File: src/rtl/core/fdtd_pkg.sv
`timescale 1ns / 1ps
// Shared constants, types and register codes for the 1-D FDTD field update block.
// Used by every module under rtl/core except fdtd_ram; depends on nothing.

package fdtd_pkg;

   // Grid size and field formats
   localparam int CELLS      = 256;
   localparam int IDX_W      = $clog2(CELLS);
   localparam int DATA_W     = 32;
   localparam int GAIN_W     = 24;
   localparam int CELL_W     = 8;
   localparam int FRAC_BITS  = 20;

   // Update arithmetic widths: exact difference, exact product, rounded increment
   localparam int DIFF_W     = DATA_W + 1;
   localparam int PROD_W     = DIFF_W + GAIN_W + 1;
   localparam int INC_W      = PROD_W - FRAC_BITS;
   localparam int SUM_W      = INC_W + 1;

   // Sweep schedule: interleaved H and E update slots for every cell plus pipeline fill and drain
   localparam int SWEEP_LAST = 2 * CELLS + 7;
   localparam int CNT_W      = $clog2(SWEEP_LAST + 1);

   // Register port
   localparam int CSR_ADDR_W = 4;
   localparam int CSR_DATA_W = 32;

   typedef logic [1:0] reg_idx_type;
   localparam reg_idx_type REG_H_GAIN   = 2'd0;
   localparam reg_idx_type REG_E_GAIN   = 2'd1;
   localparam reg_idx_type REG_SRC_CELL = 2'd2;

   localparam logic [GAIN_W-1:0] H_GAIN_RST   = GAIN_W'(1048576);
   localparam logic [GAIN_W-1:0] E_GAIN_RST   = GAIN_W'(1048576);
   localparam logic [CELL_W-1:0] SRC_CELL_RST = CELL_W'(50);

   // Gain of exactly 1.0, used to pass the source value through the unit
   localparam logic [GAIN_W-1:0] UNITY_GAIN   = GAIN_W'(1 << FRAC_BITS);

   typedef logic [IDX_W-1:0]    idx_type;
   typedef logic [CNT_W-1:0]    cnt_type;
   typedef logic [CNT_W-2:0]    pair_type;
   typedef logic [DATA_W-1:0]   data_type;

   typedef struct packed {
      logic [GAIN_W-1:0] h_gain;
      logic [GAIN_W-1:0] e_gain;
      logic [CELL_W-1:0] source_cell;
   } cfg_type;

   // One operation for the shared update unit: base + round(diff * gain / 2^20)
   typedef struct packed {
      logic              vld;
      logic [DIFF_W-1:0] diff;
      logic [GAIN_W-1:0] gain;
      logic [DATA_W-1:0] base;
   } alu_req_type;

   typedef struct packed {
      logic              vld;
      logic [DATA_W-1:0] value;
      logic              clip;
   } alu_rsp_type;

   typedef struct packed {
      logic [DATA_W-1:0] electric;
      logic [DATA_W-1:0] magnetic;
      logic              saturated;
   } result_type;

endpackage

File: src/rtl/core/fdtd_csr.sv
`timescale 1ns / 1ps
// APB-style register file: h_gain, e_gain and source_cell.
// Depends on fdtd_pkg for register codes, reset values and cfg_type.

module fdtd_csr (
   input  logic                                clock,
   input  logic                                reset,
   input  logic                                psel,
   input  logic                                penable,
   input  logic                                pwrite,
   input  logic [fdtd_pkg::CSR_ADDR_W-1:0]     paddr,
   input  logic [fdtd_pkg::CSR_DATA_W-1:0]     pwdata,
   output logic [fdtd_pkg::CSR_DATA_W-1:0]     prdata,
   output logic                                pready,
   output fdtd_pkg::cfg_type                   cfg
);

   logic [fdtd_pkg::GAIN_W-1:0] h_gain_ff;
   logic [fdtd_pkg::GAIN_W-1:0] e_gain_ff;
   logic [fdtd_pkg::CELL_W-1:0] src_cell_ff;
   fdtd_pkg::reg_idx_type       reg_idx;
   logic                        wr_stb;

   assign reg_idx = paddr[fdtd_pkg::CSR_ADDR_W-1:2];
   assign wr_stb  = psel & penable & pwrite;
   assign pready  = 1'b1;

   // register writes; unknown indexes are dropped
   always_ff @(posedge clock) begin
      if (reset) begin
         h_gain_ff   <= fdtd_pkg::H_GAIN_RST;
         e_gain_ff   <= fdtd_pkg::E_GAIN_RST;
         src_cell_ff <= fdtd_pkg::SRC_CELL_RST;
      end else if (wr_stb) begin
         case (reg_idx)
            fdtd_pkg::REG_H_GAIN: begin
               h_gain_ff <= pwdata[fdtd_pkg::GAIN_W-1:0];
            end
            fdtd_pkg::REG_E_GAIN: begin
               e_gain_ff <= pwdata[fdtd_pkg::GAIN_W-1:0];
            end
            fdtd_pkg::REG_SRC_CELL: begin
               src_cell_ff <= pwdata[fdtd_pkg::CELL_W-1:0];
            end
            default: begin
            end
         endcase
      end
   end

   // read mux
   always_comb begin
      case (reg_idx)
         fdtd_pkg::REG_H_GAIN:   prdata = fdtd_pkg::CSR_DATA_W'(h_gain_ff);
         fdtd_pkg::REG_E_GAIN:   prdata = fdtd_pkg::CSR_DATA_W'(e_gain_ff);
         fdtd_pkg::REG_SRC_CELL: prdata = fdtd_pkg::CSR_DATA_W'(src_cell_ff);
         default:                prdata = '0;
      endcase
   end

   assign cfg.h_gain      = h_gain_ff;
   assign cfg.e_gain      = e_gain_ff;
   assign cfg.source_cell = src_cell_ff;

endmodule

File: config.mk
export PLATFORM = sky130hd
export DESIGN_NAME = fdtd_csr
export DESIGN_NICKNAME = d
export VERILOG_FILES = /design/src/rtl/core/fdtd_pkg.sv /design/src/rtl/core/fdtd_csr.sv
export SDC_FILE = /design/constraint.sdc
export NUM_CORES = 1
export LEC_CHECK = 0
export BUFFER_PORTS_ARGS = -buffer_cell sky130_fd_sc_hd__buf_4
export CORE_ASPECT_RATIO = 0.7
export CORE_MARGIN = 5
export CORE_UTILIZATION = 30
export DETAILED_ROUTE_END_ITERATION = 8
export PLACE_DENSITY = 0.65
export SLEW_MARGIN = 20
export SYNTH_ARGS = -nofsm -noshare
export SYNTH_HDL_FRONTEND = slang
export SYNTH_SLANG_ARGS = --single-unit
File: constraint.sdc
create_clock -name clock -period 1.1 [get_ports clock]
set_input_delay 0.055 -clock clock [delete_from_list [all_inputs] [get_ports clock]]
set_output_delay 0.055 -clock clock [all_outputs]
set_load 0.02 [all_outputs]
==> summary.md, run 1 <==
| Metric | Value |
|---|---|
| Leak | between 1.5 and 2 nW |
| Status | finished, final reports clean |
| Clock root cell | clkbuf_16 |
| Final #Nets | 448 |
| Most frequent cells in the layout | 129 x buf_4, 80 x mux2i_1, 74 x nand2b_1 |
| Largest net degree at the start of global routing | 38 |
| CTS max path bufs | 2 |
| Die W | 126 µm |
| Initial Util | between 30% and 40% |
| Post-synthesis sequential area ratio | about two fifths |
| Port Buffer Count | 110 |
| CP startpoint kind | flip-flop |
| DR vias | 2,345 |
| Area leader, netlist | dfxtp_1 |
| Die Height | 90.9 µm |
| Netlist Area Pre-Place | ~2800 µm² |
| Hold Path Class | primary input to flip-flop |
| Clock skew | 0 ns |
| 1st-pass router iterations | 4 |
| #FFs+latches synth | between 50 and 60 |
| Setup violators final | 0 |
| CP required | 1.04 ns |
| Period utilisation layout | between 90% and 100% |
| Htree depth | 2 |
| Antenna cells | 0 |
| Largest fanout on the critical path | 3 |
| Crit path capture type | primary output |
| Most common cell after layout, fill and taps aside | buf_4 |
| Number of global-route vias before repair | roughly 2,400 |
| Routed vias/inst | ~4.4 |
| Hold bufs inserted after CTS | 0 |
| Max IR drop VDD | roughly 0.00053 V |
| Synth area leaders | dfxtp_1 40%, mux2i_1 29%, nand2b_1 17% |
| Max cap viols | 0 |
| Pins over their slew limit | 0 |
| I/O pin count | between 100 and 150 |
| First-pass GRT wire length | between 10,000 and 15,000 µm |
| RSZ-0062 raised after global routing | true |
| Met3 Track Usage GR | ~4% |
| Synth Area per Inst | slightly below 10 µm² |
| WL final | between 7000 and 8000 µm |
| CTS buffer count | 5 |
| WL per Instance | around 14 µm |
| CP Class | flip-flop to primary output |
| Arr. time, crit path | between 1 and 1.5 ns |
| Ys Warns | 0 |
| # DRC | 0 |
| Cells after Synth | just under 300 |
| Overall routing resource usage | 13.4% |
| Met1 Use GR | 17.1% |
| Yosys cell types | 19 |
| 1st-iter DRT viols | 91 |
| FMAX | roughly 920 MHz |
| DP HPWL | 5770 µm |
| Tmin final | approximately 1.1 ns |
| Power Density | 1050 nW/µm² |
| Placer Congestion | between 0.7 and 0.8 |
| Met2 Usage GRT | between 20% and 30% |
| GRT busiest layer | met2 |
| Worst-skew pair later-pin latency | about 0.29 ns |
| P&R area growth vs syn | 44.4% |
| Placed Area | 3830 µm² |
| Final Hold Violating Endpoints | 0 |
| Share of cells above drive strength 1 | 43.1% |
| Final design utilization | between 40 and 50% |
| Initial antenna violation count | 0 |
| Clock sinks | 56 |
| Core footprint | slightly above 9000 µm² |
| Antenna Violating Nets Remaining | 0 |
| GRT overflow | 0 |
| CTS tree | done |
| Post-synth top area share | between 30% and 40% |
| Worst-path clk slew | about 0.070 ns |
| Final instance area | between 4000 and 5000 µm² |
| Row count | 29 |
| Die Area | approximately 11,000 µm² |
## per-layer routing
metal,wire length [µm],vias to the layer above
met2,3510,74
met5,0,-
li1,-,1166
met3,529,6
met4,54,0
met1,3460,1099
## worst paths after layout
path         cells past startpoint             end  slack (ns)     startpoint
min reg2reg                      2   h_gain_ff[11]        0.48  h_gain_ff[11]
max                              3       prdata[4]        0.01   e_gain_ff[4]
min                              3  src_cell_ff[5]        0.03      pwdata[5]
max reg2reg                      3    h_gain_ff[7]        0.42   h_gain_ff[7]
## timing repair
item                       CTS  global route
setup buffers                0             4
setup endpoints to repair    5            16
resized for setup            6            28
## sequential cells by signal, summed over array words and instances, names as in the netlist
name and flops:
e_gain_ff 24, h_gain_ff 24, src_cell_ff 8
## kinds of logic after synthesis
group	after synthesis	synth area share, %
AO/OA/AOI/OAI	8	1.43
flip-flops	56	40.0
buffers and inverters	30	6.56
other	2	0.268
AND/OR/NAND/NOR	114	23.2
multiplexers	80	28.6
## power by group
part	switching (mW)	internal, mW
clock network	0.715	0.900
registers	0.0217	2.05
logic	0.281	0.272
total	1.02	3.23
## cell type report
type	instances	area, µm²
fillers	910	5060
clock inverters	2	10.0
well taps	124	155
flip-flops and latches	56	1160
multi-input cells	211	1540
clock buffers	6	139
repair buffers	133	1050
## cells in the mapped netlist (all sizes together)
cell type and n:
buf 19, clkbuf 11, conb 2, dfxtp 56, mux2i 80, nand2 8
nand2b 74, nand3 1, nand4 1, nor2 25, nor2b 1, nor3 1
nor3b 1, o21ai 8, or3 1, or3b 1
## stage by stage
| stage | setup TNS, ns | instances | hold WS (ns) | setup slack [ns] | power [mW] |
|---|---|---|---|---|---|
| 6_report | 0 | 532 | 0.0294 | 0.00955 | 4.24 |
| 3_3_place_gp | -0.491 | 520 | 0.319 | -0.0407 | 2.67 |
| 4_1_cts | -0.0338 | 528 | 0.0237 | -0.0338 | 4.29 |
| 3_5_place_dp | -0.722 | 520 | 0.331 | -0.0601 | 2.68 |
| 5_1_grt | -0.140 | 532 | 0.0284 | -0.0417 | 4.43 |
| 2_1_floorplan | 0 | 297 | 0.216 | 0.0101 | 2.45 |
## critical path, cell delays in order (launching register included)
cell and delay [ns]:
dfxtp_2 0.34, mux2i_1 0.07, o21ai_1 0.17, buf_4 0.17
No activity file was read; power rests on OpenSTA's default activity.
==> inputs of run 2 (changes only) <==
- ABC_CLOCK_PERIOD_IN_PS: default -> 1100
- BUFFER_PORTS_ARGS: -buffer_cell sky130_fd_sc_hd__buf_4 -> default
- DONT_BUFFER_PORTS: default -> 1
- PLACE_DENSITY: 0.65 -> 0.52
==> summary.md, run 2 (synthesis results as in run 1) <==
| Metric | Value |
|---|---|
| CP startpoint kind | flip-flop |
| Final #Nets | between 400 and 500 |
| Number of global-route vias before repair | approximately 2,300 |
| Die W | 126 µm |
| CP required | between 1 and 1.5 ns |
| WL final | between 7000 and 8000 µm |
| Worst-skew pair later-pin latency | roughly 0.29 ns |
| Clock root cell | clkbuf_16 |
| Worst R2R End | e_gain_ff[20] |
| FMAX | about 940 MHz |
| Port Buffer Count | 0 |
| CTS buffer count | 5 |
| WL per Instance | around 16 µm |
| DP HPWL | 5400 µm |
| Largest registers | e_gain_ff (24), h_gain_ff (24), src_cell_ff (8) |
| Core footprint | ~9100 µm² |
| Cells along the critical path | mux2i_1, o21ai_1, buf_4 |
| Die Area | between 10,000 and 15,000 µm² |
| Slowest CP cell | dfxtp_2 |
| Dpl ws | 0.0183 ns |
| Crit path capture type | primary output |
| Die Height | around 90 µm |
| RSZ-0062 raised after global routing | true |
| Hold depth | 2 |
| Tmin final | ~1.1 ns |
| Most common cell after layout, fill and taps aside | buf_4 |
| Row count | 29 |
| R2r setup slk | 0.34 ns |
| Placer Congestion | 0.724 |
| Initial antenna violation count | 0 |
| Final Non-Filler Cells | between 500 and 600 |
| Fill cells | 888 |
| First-pass GRT wire length | ~13,000 µm |
| Max cap viols | 0 |
| # DRC | 0 |
| Worst Hold Slack | -0.0518 ns |
| Initial Util | between 30% and 40% |
| Htree depth | 2 |
| Setup violators final | 0 |
| Met2 routed WL | about 3600 µm |
| Largest net degree at the start of global routing | 84 |
| P&R area growth vs syn | 39.2% |
| Worst Reg-to-Reg Cells | 3 |
| Met1 WL | 3550 µm |
| Period utilisation layout | between 90% and 100% |
| Crit-path max cell delay | 0.34 ns |
| Leak | 1.84 nW |
| Largest fanout on the critical path | 3 |
| Reg-to-reg startpoint | e_gain_ff[20] |
| Status | finished with violations |
| CP Class | flip-flop to primary output |
| Antenna Violating Nets Remaining | 0 |
| Worst-path clk slew | ~0.070 ns |
| Final Hold Violating Endpoints | 42 |
| Final setup margin | between 0.04 and 0.05 ns |
| Antenna cells | 0 |
| Worst setup startpoint | e_gain_ff[1] |
| Most frequent cells in the layout | 91 x buf_4, 80 x mux2i_1, 74 x nand2b_1 |
| Placed Area | between 3000 and 4000 µm² |
| Overall routing resource usage | a little over an eighth |
| Pins over their slew limit | 0 |
| Worst Min Path Start | reset |
| Dpl cells | 480 |
| Hold Path Class | primary input to flip-flop |
| Share of cells above drive strength 1 | about 34% |
| DR WL met3 | ~730 µm |
| Max IR drop VDD | approximately 0.00085 V |
| CTS tree | done |
| 1st-pass router iterations | 4 |
| 1st-iter DRT viols | 52 |
| Clock skew | 0 ns |
| DR vias | between 2,000 and 2,500 |
| GRT overflow | 0 |
| Highest metal used | met4 |
| Clock sinks | 56 |
| Final instance area | 3900 µm² |
| Violated checks | negative hold slack |
| I/O pin count | 130 |
| Arr. time, crit path | 1.00 ns |
| Power Density | ~1100 nW/µm² |
| Routed vias/inst | roughly 4.4 |
| Hold Path End | src_cell_ff[5] |
| CTS max path bufs | 2 |
run 2: cell types whose count changed in the layout (fill, tap and decap cells not counted), sizes merged:
cell and change:
buf -41, dlygate4sd3 +19, bufinv +1, clkinv -1
run 2: worst max path at each step:
stage                    endpoint  slack, ns
detailed placement  h_gain_ff[16]       0.02
floorplan           h_gain_ff[20]       0.01
CTS                     prdata[7]     -0.004
global placement    h_gain_ff[20]       0.06
global route            prdata[0]      -0.03
finish                  prdata[1]       0.04
run 2: final cells by class:
cell class	count	area (µm²)	share of cell area, %
multi-input cells	211	1540	39.3
flip-flops and latches	56	1150	29.6
repair buffers	111	893	22.9
well taps	124	155	3.98
clock buffers	6	129	3.30
clock inverters	2	35.0	0.898
run 2: repair_timing:
item                                    4_1_cts  5_1_grt
endpoints found under the hold margin        56       53
hold buffers                                 18        1
setup buffers                                 0        3
endpoints found under the setup margin        4       16
pin swaps                                     1        4
gates resized for setup                       5       25
run 2: worst max-delay path, delay by kind of cell (launching register included):
kind / cells / cell delay (ns)
muxes: 1 / 0.07
buffers and inverters: 1 / 0.16
AOI/OAI and AO/OA: 1 / 0.14
DFF: 1 / 0.34
run 2: power breakdown:
group	switching, mW	internal (mW)	leakage [nW]
sequential	0.0173	2.05	0.466
combinational	0.193	0.216	1.30
clock	0.724	1.07	0.0808
total	0.934	3.34	1.84
run 2: per-layer routing:
metal  track usage (%)  vias up
met2              22.6       78
met3              5.91        7
met5                 0        -
met1              16.6     1058
met4              2.44        0
li1                  -     1124
run 2: stage by stage:
stage / total power [mW] / utilization (%) / TNS (ns)
final: 4.28 / 42.8 / 0
after global routing: 4.46 / 42.8 / -0.0883
after CTS: 4.35 / 42.2 / -0.00350
after detailed placement: 2.47 / 38.3 / 0
after global placement: 2.46 / 38.3 / 0
after floorplan: 2.45 / - / 0
